--- src/hdl/ofrb_pkg.sv ---
// ----------------------------------------------------------------------------
// ofrb_pkg
// Types, constants and helper functions for the overwriting frame ring buffer.
// ----------------------------------------------------------------------------
`default_nettype none

package ofrb_pkg;

   localparam int MAX_CHANNELS = 8;
   localparam int MAX_FRAMES   = 4096;

   localparam int CH_W    = $clog2(MAX_CHANNELS);
   localparam int SLOT_W  = $clog2(MAX_FRAMES);
   localparam int ADDR_W  = SLOT_W + CH_W;
   localparam int DEPTH   = MAX_FRAMES * MAX_CHANNELS;

   localparam int CCNT_W  = 4;
   localparam int CAP_W   = 13;
   localparam int SAMP_W  = 32;
   localparam int BLK_W   = 32;
   localparam int IDX_W   = 64;
   localparam int OVR_W   = 32;
   localparam int CSR_W   = 13;

   localparam logic REG_CHANNEL_COUNT = 1'b0;
   localparam logic REG_CAPACITY      = 1'b1;

   localparam logic REQ_WRITE = 1'b0;
   localparam logic REQ_READ  = 1'b1;

   typedef enum logic [3:0] {
      ST_IDLE,
      ST_WR_EVAL,
      ST_WR_EVAL2,
      ST_WR_MOD,
      ST_WR_COMMIT,
      ST_RD_EVAL,
      ST_RD_CHK,
      ST_RD_MOD,
      ST_RD_EMIT
   } state_type;

   function automatic logic [CCNT_W-1:0] eff_channels(input logic [CCNT_W-1:0] cc);
      logic [CCNT_W-1:0] r;
      r = cc;
      if (cc == '0) r = CCNT_W'(1);
      else if (cc > CCNT_W'(MAX_CHANNELS)) r = CCNT_W'(MAX_CHANNELS);
      return r;
   endfunction

   function automatic logic [CAP_W-1:0] eff_capacity(input logic [CAP_W-1:0] cf);
      logic [CAP_W-1:0] r;
      r = cf;
      if (cf == '0) r = CAP_W'(1);
      else if (cf > CAP_W'(MAX_FRAMES)) r = CAP_W'(MAX_FRAMES);
      return r;
   endfunction

endpackage

`default_nettype wire

--- src/hdl/ofrb_mod_unit.sv ---
// ----------------------------------------------------------------------------
// ofrb_mod_unit
// Bit-serial 64-bit by 13-bit remainder, one dividend bit per cycle.
// ----------------------------------------------------------------------------
`default_nettype none

module ofrb_mod_unit (
   input  wire logic                         clock,
   input  wire logic                         reset,
   input  wire logic                         start,
   input  wire logic [ofrb_pkg::IDX_W-1:0]   dividend,
   input  wire logic [ofrb_pkg::CAP_W-1:0]   divisor,
   output logic                              done,
   output logic      [ofrb_pkg::CAP_W-1:0]   remainder
);

   localparam int CNT_W = $clog2(ofrb_pkg::IDX_W);

   logic                         active_ff, active_in;
   logic                         done_ff, done_in;
   logic [CNT_W-1:0]             cnt_ff, cnt_in;
   logic [ofrb_pkg::IDX_W-1:0]   dvd_ff, dvd_in;
   logic [ofrb_pkg::CAP_W-1:0]   dvs_ff, dvs_in;
   logic [ofrb_pkg::CAP_W-1:0]   rem_ff, rem_in;
   logic [ofrb_pkg::CAP_W:0]     shifted;

   always_comb begin
      active_in = active_ff;
      done_in   = 1'b0;
      cnt_in    = cnt_ff;
      dvd_in    = dvd_ff;
      dvs_in    = dvs_ff;
      rem_in    = rem_ff;
      shifted   = {rem_ff, dvd_ff[ofrb_pkg::IDX_W-1]};
      if (start) begin
         active_in = 1'b1;
         cnt_in    = '0;
         dvd_in    = dividend;
         dvs_in    = divisor;
         rem_in    = '0;
      end else if (active_ff) begin
         if (shifted >= {1'b0, dvs_ff}) begin
            rem_in = ofrb_pkg::CAP_W'(shifted - {1'b0, dvs_ff});
         end else begin
            rem_in = ofrb_pkg::CAP_W'(shifted);
         end
         dvd_in = {dvd_ff[ofrb_pkg::IDX_W-2:0], 1'b0};
         cnt_in = cnt_ff + CNT_W'(1);
         if (cnt_ff == CNT_W'(ofrb_pkg::IDX_W - 1)) begin
            active_in = 1'b0;
            done_in   = 1'b1;
         end
      end
   end

   always_ff @(posedge clock) begin
      if (reset) begin
         active_ff <= 1'b0;
         done_ff   <= 1'b0;
         cnt_ff    <= '0;
      end else begin
         active_ff <= active_in;
         done_ff   <= done_in;
         cnt_ff    <= cnt_in;
      end
      dvd_ff <= dvd_in;
      dvs_ff <= dvs_in;
      rem_ff <= rem_in;
   end

   assign done      = done_ff;
   assign remainder = rem_ff;

endmodule

`default_nettype wire

--- config.mk ---
export PLATFORM = sky130hd
export DESIGN_NAME = ofrb_mod_unit
export DESIGN_NICKNAME = d
export VERILOG_FILES = /design/src/hdl/ofrb_pkg.sv /design/src/hdl/ofrb_mod_unit.sv
export SDC_FILE = /design/constraint.sdc
export NUM_CORES = 1
export LEC_CHECK = 0
export ABC_AREA = 1
export BUFFER_PORTS_ARGS = -buffer_cell sky130_fd_sc_hd__buf_2
export CAP_MARGIN = 0
export CELL_PAD_IN_SITES_DETAIL_PLACEMENT = 0
export CELL_PAD_IN_SITES_GLOBAL_PLACEMENT = 1
export CORE_MARGIN = 2
export CORE_UTILIZATION = 44
export CTS_CLUSTER_SIZE = 8
export DETAILED_ROUTE_END_ITERATION = 10
export GPL_ROUTABILITY_DRIVEN = 1
export HOLD_SLACK_MARGIN = 0.03
export PLACE_DENSITY = 0.95
export SYNTH_ARGS = -nofsm -noshare
export SYNTH_HDL_FRONTEND = slang
export SYNTH_SLANG_ARGS = --single-unit
--- constraint.sdc ---
create_clock -name clock -period 7.6 [get_ports clock]
set_input_delay 0.38 -clock clock [delete_from_list [all_inputs] [get_ports clock]]
set_output_delay 0.38 -clock clock [all_outputs]
set_load 0.005 [all_outputs]
# --- Word-level counts from Yosys, hierarchy flattened ---
# Index checks and enable logic that the tools add are counted.
op_classes:
  magnitude_cmp: 1
  add_sub_neg: 2
  n_mux: 7
  bitwise: 1
  reduce_logical: 3
  n_eq_ne: 1
ops:
  columns: ["op", "n"]
  rows:
  - ["$mux 64", 2]
  - ["$ge 14x13->1", 1]
  - ["$mux 13", 1]
  - ["$sub 13x13->13", 1]
  - ["$add 6x1->6 const B", 1]
  - ["$eq 6x6->1 const B", 1]
  - ["$mux 1", 4]
  - ["$reduce_or 3->1", 1]
  - ["$reduce_bool 2->1", 1]
  - ["$reduce_or 2->1", 1]
  - ["$not 1->1", 1]
word_totals:
  out_inout_bits: 14
  reg_bits: 98
  in_bits: 80

# --- Logic depth before layout (Yosys ltp) ---
# Gate-level depths: netlist of run 1.
depth:
  word_depth: 4
  mapped_depth: 12
  ltp_nobuf: 12

# --- Worst setup path before layout of run 1 ---
# OpenSTA, ideal clock, no wires.
synth_path:
  path_type: "input to register"
  from: "in start"
  to: "reg dvd_ff[0] in the netlist's numbering (enable)"
  t_arrival_ps: 2077
  path_slack_ps: 5105
  required_ps: 7182
  path_stages: 4
  path_cell_list: "buf_2 -> nor2_1 -> clkbuf_1 -> inv_1"
synth_between:
  elab_chain_cells: 1
synth_lines:
  columns: ["element", "line_no", "text"]
  rows:
  - ["start, declared", "ofrb_mod_unit.sv:10", "input wire logic start,"]
  - ["$reduce_bool 2->1 (no line)", null, null]
  - ["end signal, assigned", "ofrb_mod_unit.sv:66", "dvd_ff <= dvd_in;"]
  - ["end, declared", "ofrb_mod_unit.sv:22", "logic [ofrb_pkg::IDX_W-1:0] dvd_ff, dvd_in;"]
# No other way between the ends.
# A chain may end at the register's enable or synchronous reset.

# --- Worst setup path in the final report of run 1 ---
layout_path:
  from: "reg rem_ff (netlist bit remainder[8])"
  to: "reg rem_ff (netlist bit remainder[11])"
layout_between:
  elab_chain_cells: 2
layout_lines:
  columns: ["element", "line_no", "text"]
  rows:
  - ["start, declared", "ofrb_mod_unit.sv:24", "logic [ofrb_pkg::CAP_W-1:0] rem_ff, rem_in;"]
  - ["start signal, assigned", "ofrb_mod_unit.sv:68", "rem_ff <= rem_in;"]
  - ["$sub 13x13->13 / $ge 14x13->1 (equally long branches)", "ofrb_mod_unit.sv:43, ofrb_mod_unit.sv:42", null]
  - ["$mux 13 *", "ofrb_mod_unit.sv:42", "if (shifted >= {1'b0, dvs_ff}) begin"]
# Mark *: on every way between the ends. The rest lies on a longest branch, timed or not.

==> run metrics, run 1 <==
Max FO, Critical Path 14; NetSw 285 uW; Synth top area share 46.5%; fin crit share 29.2%; Syn Inst Count 595; maximum vdd ir drop 0.135 mV; CTS sink count 98; flop2flop setup slack 5.38 ns; top-count cell post-synth nand2_1; initial antenna violation count 0; worst slew pin tran 1.02 ns; first-pass GRT wire length 17000 um; Reg clk slew, reported paths 0.07 ns; R2R cell count 10; CTS Buf Count 9; Worst EP arrival 2.50 ns; type of the most critical hold path in -> reg; clock tree from TritonCTS yes; Post-Layout Cell Count 827; Top Ports 94; RSZ-0062 raised after global routing false; die width 110 um; core area 10900 sq um; Yosys cell types 28; FF+latch count, synth 98; port bufs 93; Vias 3908; WP data required 7.89 ns; FMAX 451 MHz; detailed placer's ending HPWL 7050 um; clock buffer depth 2; Post-DP Area 5550 sq um; Comb pwr share 9.7%; Worst Setup Start Kind register; ys flop type edfxtp_1; Pwr Density 213 nW/um^2; Final Util 53.6%; total global-route track usage 18.2%; FILL cells 1041; Sw Ratio 22.8%; clk_skew 0.0102 ns; drc violations 0; synthesized area 4980 sq um; Via density 4.73; die area 12200 sq um; Avg Inst Size Synth 8.36 sq um; status finished, final reports clean; CTS H-tree depth 3; Critical R2R Launch remainder[8]; number of max-cap violations 0; cell count after placement 811; CTS root buf clkbuf_16; DRT iter0 DRCs 201; diodes inserted 0; slew margin rel. 31.7%; Sequential Power Share 51.4%; static leakage 2.98 nW; nets@finish 777; GR Overflow Total 0; Resized cells post-CTS 0; WS Path Type reg -> reg; post-synth net total 690; Final TNS setup 0 ns; Final Slew Violations 0; internal power 965 uW; # setup viols final 0; Starting Density 45.5%; Register Area 2730 sq um; min-delay src divisor[8]; Commonest cells post-synth nand2_1, edfxtp_1, inv_1, nand3_1, dfxtp_1; Post-synth ARST share 0%; Post-synth EDFFs 77; largest net degree at the start of global routing 83; share of power burned in the clock network 38.9%; Worst Setup SP remainder[8]; vias in the first global route 3796; worst-skew pair later-pin latency 0.34 ns; Final Hold Fails 0; WL per Instance 12.4 um; register area share after synthesis 54.9%; area of the multi-input gates 1880 sq um; post-layout min period 2.22 ns; # rows 38; die height 110 um; layout cells sized above 1 19.5%; top cells by area, synth edfxtp_1, nand2_1, dfxtp_1; Hold Buf Count CTS 0; cell taking the most area after synthesis edfxtp_1; GPL Wtd Cong 0.910; Ys Warns 0; Final Instance Area 5860 sq um; Worst setup endpoint remainder[11]; router iterations before antenna repair 5; Antenna Nets Post-Route 0; total setup buffers inserted after CTS 0; worst flop-to-flop path endpoint remainder[11]; drt total wl 10300 um; Area Overhead vs Synth 17.8%; Setup crit end kind register
placed cells by master (no fill, tap or decap), types with 9 or more instances in the layout:
master / netlist / routed
buf_2: 5 / 93
nor2_1: 14 / 14
nand2_1: 295 / 295
nand4_1: 17 / 17
ha_1: 14 / 14
inv_2: 8 / 9
inv_1: 64 / 63
nand3_1: 26 / 26
dfxtp_1: 21 / 21
edfxtp_1: 77 / 77
clkbuf_16: 0 / 9
per-layer routing:
metal | vias to the layer above | wire, um | track usage [%]
li1 | 2057 | - | -
met1 | 1733 | 4680 | 23.1
met5 | - | 0 | 0
met4 | 0 | 127 | 5.36
met2 | 106 | 4860 | 30.1
met3 | 12 | 596 | 5.23
flip-flops by register name, summed over array words and instances (netlist names):
signal / flops
dvd_ff: 64
dvs_ff: 13
remainder: 13
cnt_ff: 6
active_ff: 1
done: 1
cell families (layout without fill, tap and decap cells):
family,Yosys count,count (layout),share of synthesized area [%]
AOI/OAI and AO/OA,13,13,1.58
DFF,98,98,54.9
buffers and inverters,92,184,7.29
and+or+nand+nor,371,371,31.2
xor gates and xnor gates,6,6,1.06
adders and majority gates,15,15,3.92
how the worst min path moves through the flow:
stage                      to  slack (ns)  cells after the start
CTS                 dvs_ff[8]        0.19                      1
global placement    cnt_ff[0]        0.47                      1
floorplan           cnt_ff[0]        0.45                      1
global route        dvs_ff[7]        0.20                      1
finish              dvs_ff[8]        0.21                      1
detailed placement  cnt_ff[0]        0.48                      1
per-stage QoR:
step	setup slack, ns	power [mW]	hold slack, ns
2_1_floorplan	5.11	0.730	0.454
3_3_place_gp	5.23	0.773	0.473
3_5_place_dp	5.19	0.777	0.478
4_1_cts	5.38	1.26	0.194
5_1_grt	5.18	1.30	0.196
6_report	5.38	1.25	0.210
critical path, cell delays in order (launching register included):
cell and delay [ns]:
dfxtp_1 0.34, ha_1 0.37, nand2_1 0.09, nand2_1 0.09, inv_2 0.06, nand2_1 0.10, a21oi_4 0.44, nand3_4 0.30
nand3_1 0.18, nand3_1 0.08, nand2_1 0.09
power by group through the flow:
| stage | Combinational (mW) | Sequential [mW] | Clock [mW] |
|---|---|---|---|
| 2_1_floorplan | 0.0791 | 0.651 | 0 |
| 3_3_place_gp | 0.119 | 0.654 | 0 |
| 3_5_place_dp | 0.122 | 0.655 | 0 |
| 4_1_cts | 0.122 | 0.643 | 0.498 |
| 5_1_grt | 0.140 | 0.647 | 0.515 |
| 6_report | 0.121 | 0.643 | 0.486 |
area by class of cell:
class	count	area share, %
clock inverters	6	1.47
well taps	140	2.99
flip-flops and latches	98	46.6
repair buffers	96	8.32
multi-input cells	405	32.1
inverters	72	4.61
clock buffers	10	3.91
(Power assumes the default switching activity.)
==> run 2, diff against run 1 <==
- ABC_AREA: 1 -> 0
- PLACE_DENSITY: 0.95 -> 0.91
- clock period: 7.6 -> 2.3 ns (I/O delays scaled with it)
==> run 2 against run 1 <==
The run now ends with setup timing left. Sequential power grew to 3.4 times the previous value. Flip-flop and latch count is the same. Core utilization grew 2.9 points. First-iteration DRC count decreased by 45%. Routed wire length fell by 15%. Clock-buffer cell count did not move. Global-route usage fell by 1.7 points. Critical path type unchanged. Largest power group unchanged.
==> run metrics, run 2 <==
Syn Inst Count 340; drt total wl 8770 um; main combinational cell family by area after synthesis multiplexers; FF+latch count, synth 98; slew margin rel. 47.9%; clk_skew 0.00803 ns; GR Overflow Total 0; die width 106 um; layout cells sized above 1 43.7%; fin crit share 102%; Post-Layout Cell Count 612; diodes inserted 0; vias in the first global route 3138; Worst Setup Start Kind register; internal power 2.84 mW; post-layout min period 2.35 ns; DRT iter0 DRCs 111; first-pass GRT wire length 14500 um; Worst EP arrival 2.61 ns; Setup WS post-layout -0.0548 ns; CTS H-tree depth 3; hold worst-path end dvd_ff[1]; initial antenna violation count 0; Yosys cell types 40; top-count cell post-synth edfxtp_1; Area Overhead vs Synth 25.8%; type of the most critical hold path in -> reg; Commonest cells post-synth edfxtp_1, mux2_2, nor2_1, dfxtp_1, inv_1; commonest non-fill, non-tap cell in the layout buf_2; Sw Ratio 24.3%; area of the multi-input gates 1820 sq um; # setup viols final 7; total power 3.75 mW; Antenna Nets Post-Route 0; WL per Instance 14.3 um; Via density 5.05; # rows 37; WP data required 2.55 ns; cell taking the most area after synthesis edfxtp_1; register area share after synthesis 59.2%; worst flop-to-flop path endpoint remainder[9]; most frequent cells in the layout buf_2, edfxtp_1, mux2_2, nor2_1, dlygate4sd3_1; RSZ-0062 raised after global routing true; min-delay src dividend[1]; slowest stage delay, CP 0.37 ns; Reg clk slew, reported paths 0.09 ns; largest net degree at the start of global routing 94; Final Util 56.5%; max reg flops 64; Comb pwr share 17.9%; Critical-path top delay cell fa_2; CTS root buf clkbuf_8; share of power burned in the clock network 24.6%; port bufs 93; CTS Buf Count 9; WS Path Type reg -> reg; number of max-cap violations 0; compound-gate portion of the synthesized area 7.59%; router iterations before antenna repair 4; Ys Warns 0; Post-Synth Adder-Cell Area 4.23%; Final Instance Area 5810 sq um; static leakage 2.42 nW; FMAX 425 MHz; multiplexer share of the synthesized area 17.3%; detailed placer's ending HPWL 6040 um; maximum vdd ir drop 0.406 mV; Max FO, Critical Path 5; Biggest register dvd_ff; synthesized area 4620 sq um; worst-skew pair later-pin latency 0.37 ns; CTS sink count 98; die area 11300 sq um; worst slew pin tran 0.781 ns; clock buffer depth 2; Final TNS setup -0.251 ns; post-synth net total 435; nets@finish 568; clock tree from TritonCTS yes; failing checks setup timing; Post-synth EDFFs 77; Post-DP Area 5370 sq um; total global-route track usage 16.5%; XOR/XNOR share of the synthesized area 2.28%; Synth Area in Simple Gates 6.53%; cell count after placement 572; ys flop type edfxtp_1; dpl ws -0.0967 ns; flop2flop setup slack -0.05 ns; Vias 3088; FILL cells 869; Hold Path Stages 2; Sequential Power Share 57.5%; Top Ports 94; R2R cell count 10; Final Slew Violations 0; Critical R2R Launch dvd_ff[63]; Synth top area share 50.1%; status complete, but fails checks; top cells by area, synth edfxtp_1, mux2_2, dfxtp_1; Pwr Density 646 nW/um^2; drc violations 0; critical path, cell by cell inv_1, ha_2, fa_2, nor2b_2, o211ai_1, a211oi_2, o22ai_4, buf_4, and4b_1, a211o_1; Setup crit end kind register; NetSw 914 uW; die height 106 um; hold_ws 0.0496 ns; Avg Inst Size Synth 13.6 sq um; Final Hold Fails 0; Starting Density 44.9%; Register Area 2730 sq um; core area 10300 sq um; GPL Wtd Cong 0.796; Post-synth ARST share 0%
## run 2: cell count changes in the layout (fill, tap and decap cells not counted), moves of 7 or more
cell           change
clkbuf_16          -9
inv_1             -47
nor2_1             +9
nand4_1           -13
mux2i_1            +9
buf_4             +18
dlygate4sd3_1     +23
clkbuf_8           +9
a211oi_1           +7
nand2_1          -289
mux2_2            +63
inv_2              -8
a21oi_1            +8
nand3_1           -25
## run 2: logic make-up (layout without fill, tap and decap cells)
kind of cell,count (synthesis),in the layout
flops,98,98
mux,72,72
simple gates,59,59
compound gates,51,51
buf+inv,33,169
fa+ha+maj,15,15
xor+xnor,12,12
## run 2: worst max-delay path by stage
stage	depth (start not counted)	startpoint	endpoint	slack [ns]
detailed placement	10	dvd_ff[63]	remainder[11]	-0.1
global placement	10	dvd_ff[63]	remainder[11]	-0.03
floorplan	10	dvd_ff[63]	remainder[9]	-0.009
CTS	10	dvd_ff[63]	remainder[9]	-0.03
global route	10	dvd_ff[63]	remainder[9]	-0.17
finish	10	dvd_ff[63]	remainder[9]	-0.05
## run 2: power by group through the flow
stage | clock [mW] | sequential, mW | combinational, mW
final | 0.922 | 2.16 | 0.673
after global routing | 1.04 | 2.18 | 0.741
after CTS | 0.963 | 2.16 | 0.656
after detailed placement | 0 | 2.20 | 0.622
after global placement | 0 | 2.20 | 0.610
after floorplan | 0 | 2.18 | 0.421
## run 2: metal layers
metal  share of wire (%)  track usage, %  vias to the layer above
met5                   0               0                        -
met4                 1.8            7.24                        0
met3                 6.7            5.89                       11
met2                  48            26.7                       80
met1                  43            19.8                     1465
li1                    -               -                     1532
## run 2: layout make-up
type / count / share of cell area, %
tap: 136 / 2.93
inverter: 18 / 1.23
sequential: 98 / 47.1
clock inverter: 4 / 0.366
clock buffer: 10 / 2.20
multi-input combinational: 209 / 31.3
timing repair buffer: 137 / 15.0
## run 2: repair_timing
item / in CTS / in global routing
resized for setup: 3 / 6
pin swaps: 4 / 8
buffers inserted: 1 / 2
hold endpoints to repair: 19 / 4
endpoints found under the setup margin: 11 / 13
hold buffers: 19 / 4
## run 2: critical path: cells and delay by family (launching register included)
kind                     cells  cell delay [ns]
AO/OA/AOI/OAI                4             0.81
adder cells (fa/ha/maj)      2             0.56
buffers and inverters        2             0.21
flip-flops                   1             0.35
AND/OR/NAND/NOR              2             0.31
==> run 3, diff against run 2 <==
- CORE_UTILIZATION: 44 -> 48
- CTS_BUF_LIST: default -> sky130_fd_sc_hd__clkbuf_8 sky130_fd_sc_hd__clkbuf_16
- PLACE_DENSITY: 0.91 -> 0.95
- clock period: 2.3 -> 2.95 ns (I/O delays scaled with it)
==> run 3 against run 2 <==
The flow now finishes without violations. Register-to-register slack gained 0.27 ns. Fmax shrank 14%. Setup slack gained 0.27 ns. Critical path depth shrank 2. Final cell count shrank 5.1%. Non-clock buffer count shrank 26. Critical endpoint unchanged. Sequential power shrank 22%. Cell area shrank 4.4%. Combinational power shrank 31%.
==> run metrics, run 3 (synthesized netlist as in run 2, its figures left out) <==
CTS Buf Count 9; Pwr Density 535 nW/um^2; Top Ports 94; post-layout min period 2.74 ns; RSZ-0062 raised after global routing false; diodes inserted 0; detailed placer's ending HPWL 5880 um; hold_ws 0.0626 ns; CTS H-tree depth 3; Worst Setup Start Kind register; Antenna Nets Post-Route 0; worst slew pin tran 0.592 ns; Area Overhead vs Synth 20.2%; GPL Wtd Cong 0.807; drt total wl 8530 um; number of max-cap violations 0; max reg flops 64; WP data required 3.21 ns; Worst EP arrival 2.99 ns; Final TNS setup 0 ns; largest net degree at the start of global routing 65; CTS root buf clkbuf_8; port bufs 93; core area 9280 sq um; FMAX 366 MHz; die width 102 um; die area 10400 sq um; Via density 5.09; WS Path Type reg -> reg; clock buffer depth 2; Worst setup endpoint remainder[9]; Final Slew Violations 0; layout cells sized above 1 39.8%; # setup viols final 0; Final Util 59.8%; clock tree from TritonCTS yes; Setup crit end kind register; worst-skew pair later-pin latency 0.37 ns; clk_skew 0.0125 ns; met3 routed WL 651 um; most frequent cells in the layout buf_2, edfxtp_1, mux2_2, nor2_1, dfxtp_1; router iterations before antenna repair 4; flop2flop setup slack 0.21 ns; met2 WL 4050 um; static leakage 2.31 nW; Worst Setup SP remainder[10]; # rows 35; R2R cell count 8; total global-route track usage 17.4%; worst flop-to-flop path endpoint remainder[9]; total setup buffers inserted after CTS 0; Biggest register dvd_ff; top layer in use met5; Starting Density 49.7%; vias in the first global route 2994; Final Hold Fails 0; Vias 2958; GR Overflow Total 0; type of the most critical hold path in -> reg; fin crit share 92.7%; status finished, final reports clean; Critical R2R Launch remainder[10]; Reg clk slew, reported paths 0.10 ns; commonest non-fill, non-tap cell in the layout buf_2; WL per Instance 14.7 um; first-pass GRT wire length 14000 um; drc violations 0; Metal-1 WL 3750 um; nets@finish 542; die height 102 um; DRT iter0 DRCs 127; Max FO, Critical Path 19; maximum vdd ir drop 0.322 mV; CTS sink count 98; initial antenna violation count 1; slew margin rel. 60.5%
==> run 3: cell count changes in the layout (fill, tap and decap cells not counted), moves of 2 or more <==
| cell | change |
|---|---|
| dlygate4sd3_1 | -9 |
| inv_6 | +3 |
| buf_4 | -17 |
| ha_1 | +2 |
| a211oi_2 | -3 |
| a21oi_1 | +2 |
| a21oi_2 | -2 |
| a211oi_1 | +3 |
==> run 3: routing by layer <==
| layer | global-route usage [%] | vias to the layer above |
|---|---|---|
| li1 | - | 1486 |
| met1 | 22.0 | 1374 |
| met2 | 28.1 | 87 |
| met3 | 6.77 | 9 |
| met4 | 4.51 | 2 |
| met5 | 0 | - |
==> run 3: worst max-delay path, cell delays in order, from the launching register on <==
cell and delay, ns:
dfxtp_1 0.35, ha_1 0.39, a21o_1 0.21, a211o_1 0.34, a2111o_1 0.33, o22ai_4 0.45, or3_1 0.23, a21oi_1 0.05
a211o_1 0.27
==> run 3: worst min-delay path by stage <==
stage	from	endpoint	slack (ns)	depth (start not counted)
global placement	divisor[10]	dvs_ff[10]	0.33	1
floorplan	reset	active_ff	0.22	1
finish	dividend[0]	dvd_ff[0]	0.06	2
detailed placement	divisor[4]	dvs_ff[4]	0.33	1
global route	dividend[53]	dvd_ff[53]	0.05	2
CTS	dividend[0]	dvd_ff[0]	0.05	2
==> run 3: where the power goes <==
group | switching (mW) | internal [mW]
clock network | 0.504 | 0.321
logic | 0.219 | 0.244
registers | 0.0476 | 1.64
total | 0.771 | 2.20
==> run 3: layout make-up <==
cell class | count | area [sq um]
Tap cell | 129 | 161
Multi-Input combinational cell | 209 | 1760
Sequential cell | 98 | 2730
Clock inverter | 7 | 57.6
Clock buffer | 9 | 124
Fill cell | 790 | 3730
Inverter | 18 | 67.6
Timing Repair Buffer | 111 | 651
==> run 3: repair_timing <==
item | in CTS | in global routing
endpoints found under the hold margin | 14 | 0
resized for setup | 0 | 1
hold buffers | 14 | 0
setup endpoints to repair | 0 | 2
==> run 3: per-stage QoR <==
| stage | cells | setup slack [ns] | cell area (sq um) | power (mW) |
|---|---|---|---|---|
| floorplan | 340 | 0.451 | 4620 | 2.02 |
| global placement | 551 | 0.283 | 5220 | 2.15 |
| CTS | 581 | 0.130 | 5550 | 3.00 |
| finish | 581 | 0.215 | 5550 | 2.97 |
| detailed placement | 551 | 0.193 | 5220 | 2.16 |
| global route | 581 | 0.0501 | 5550 | 3.10 |
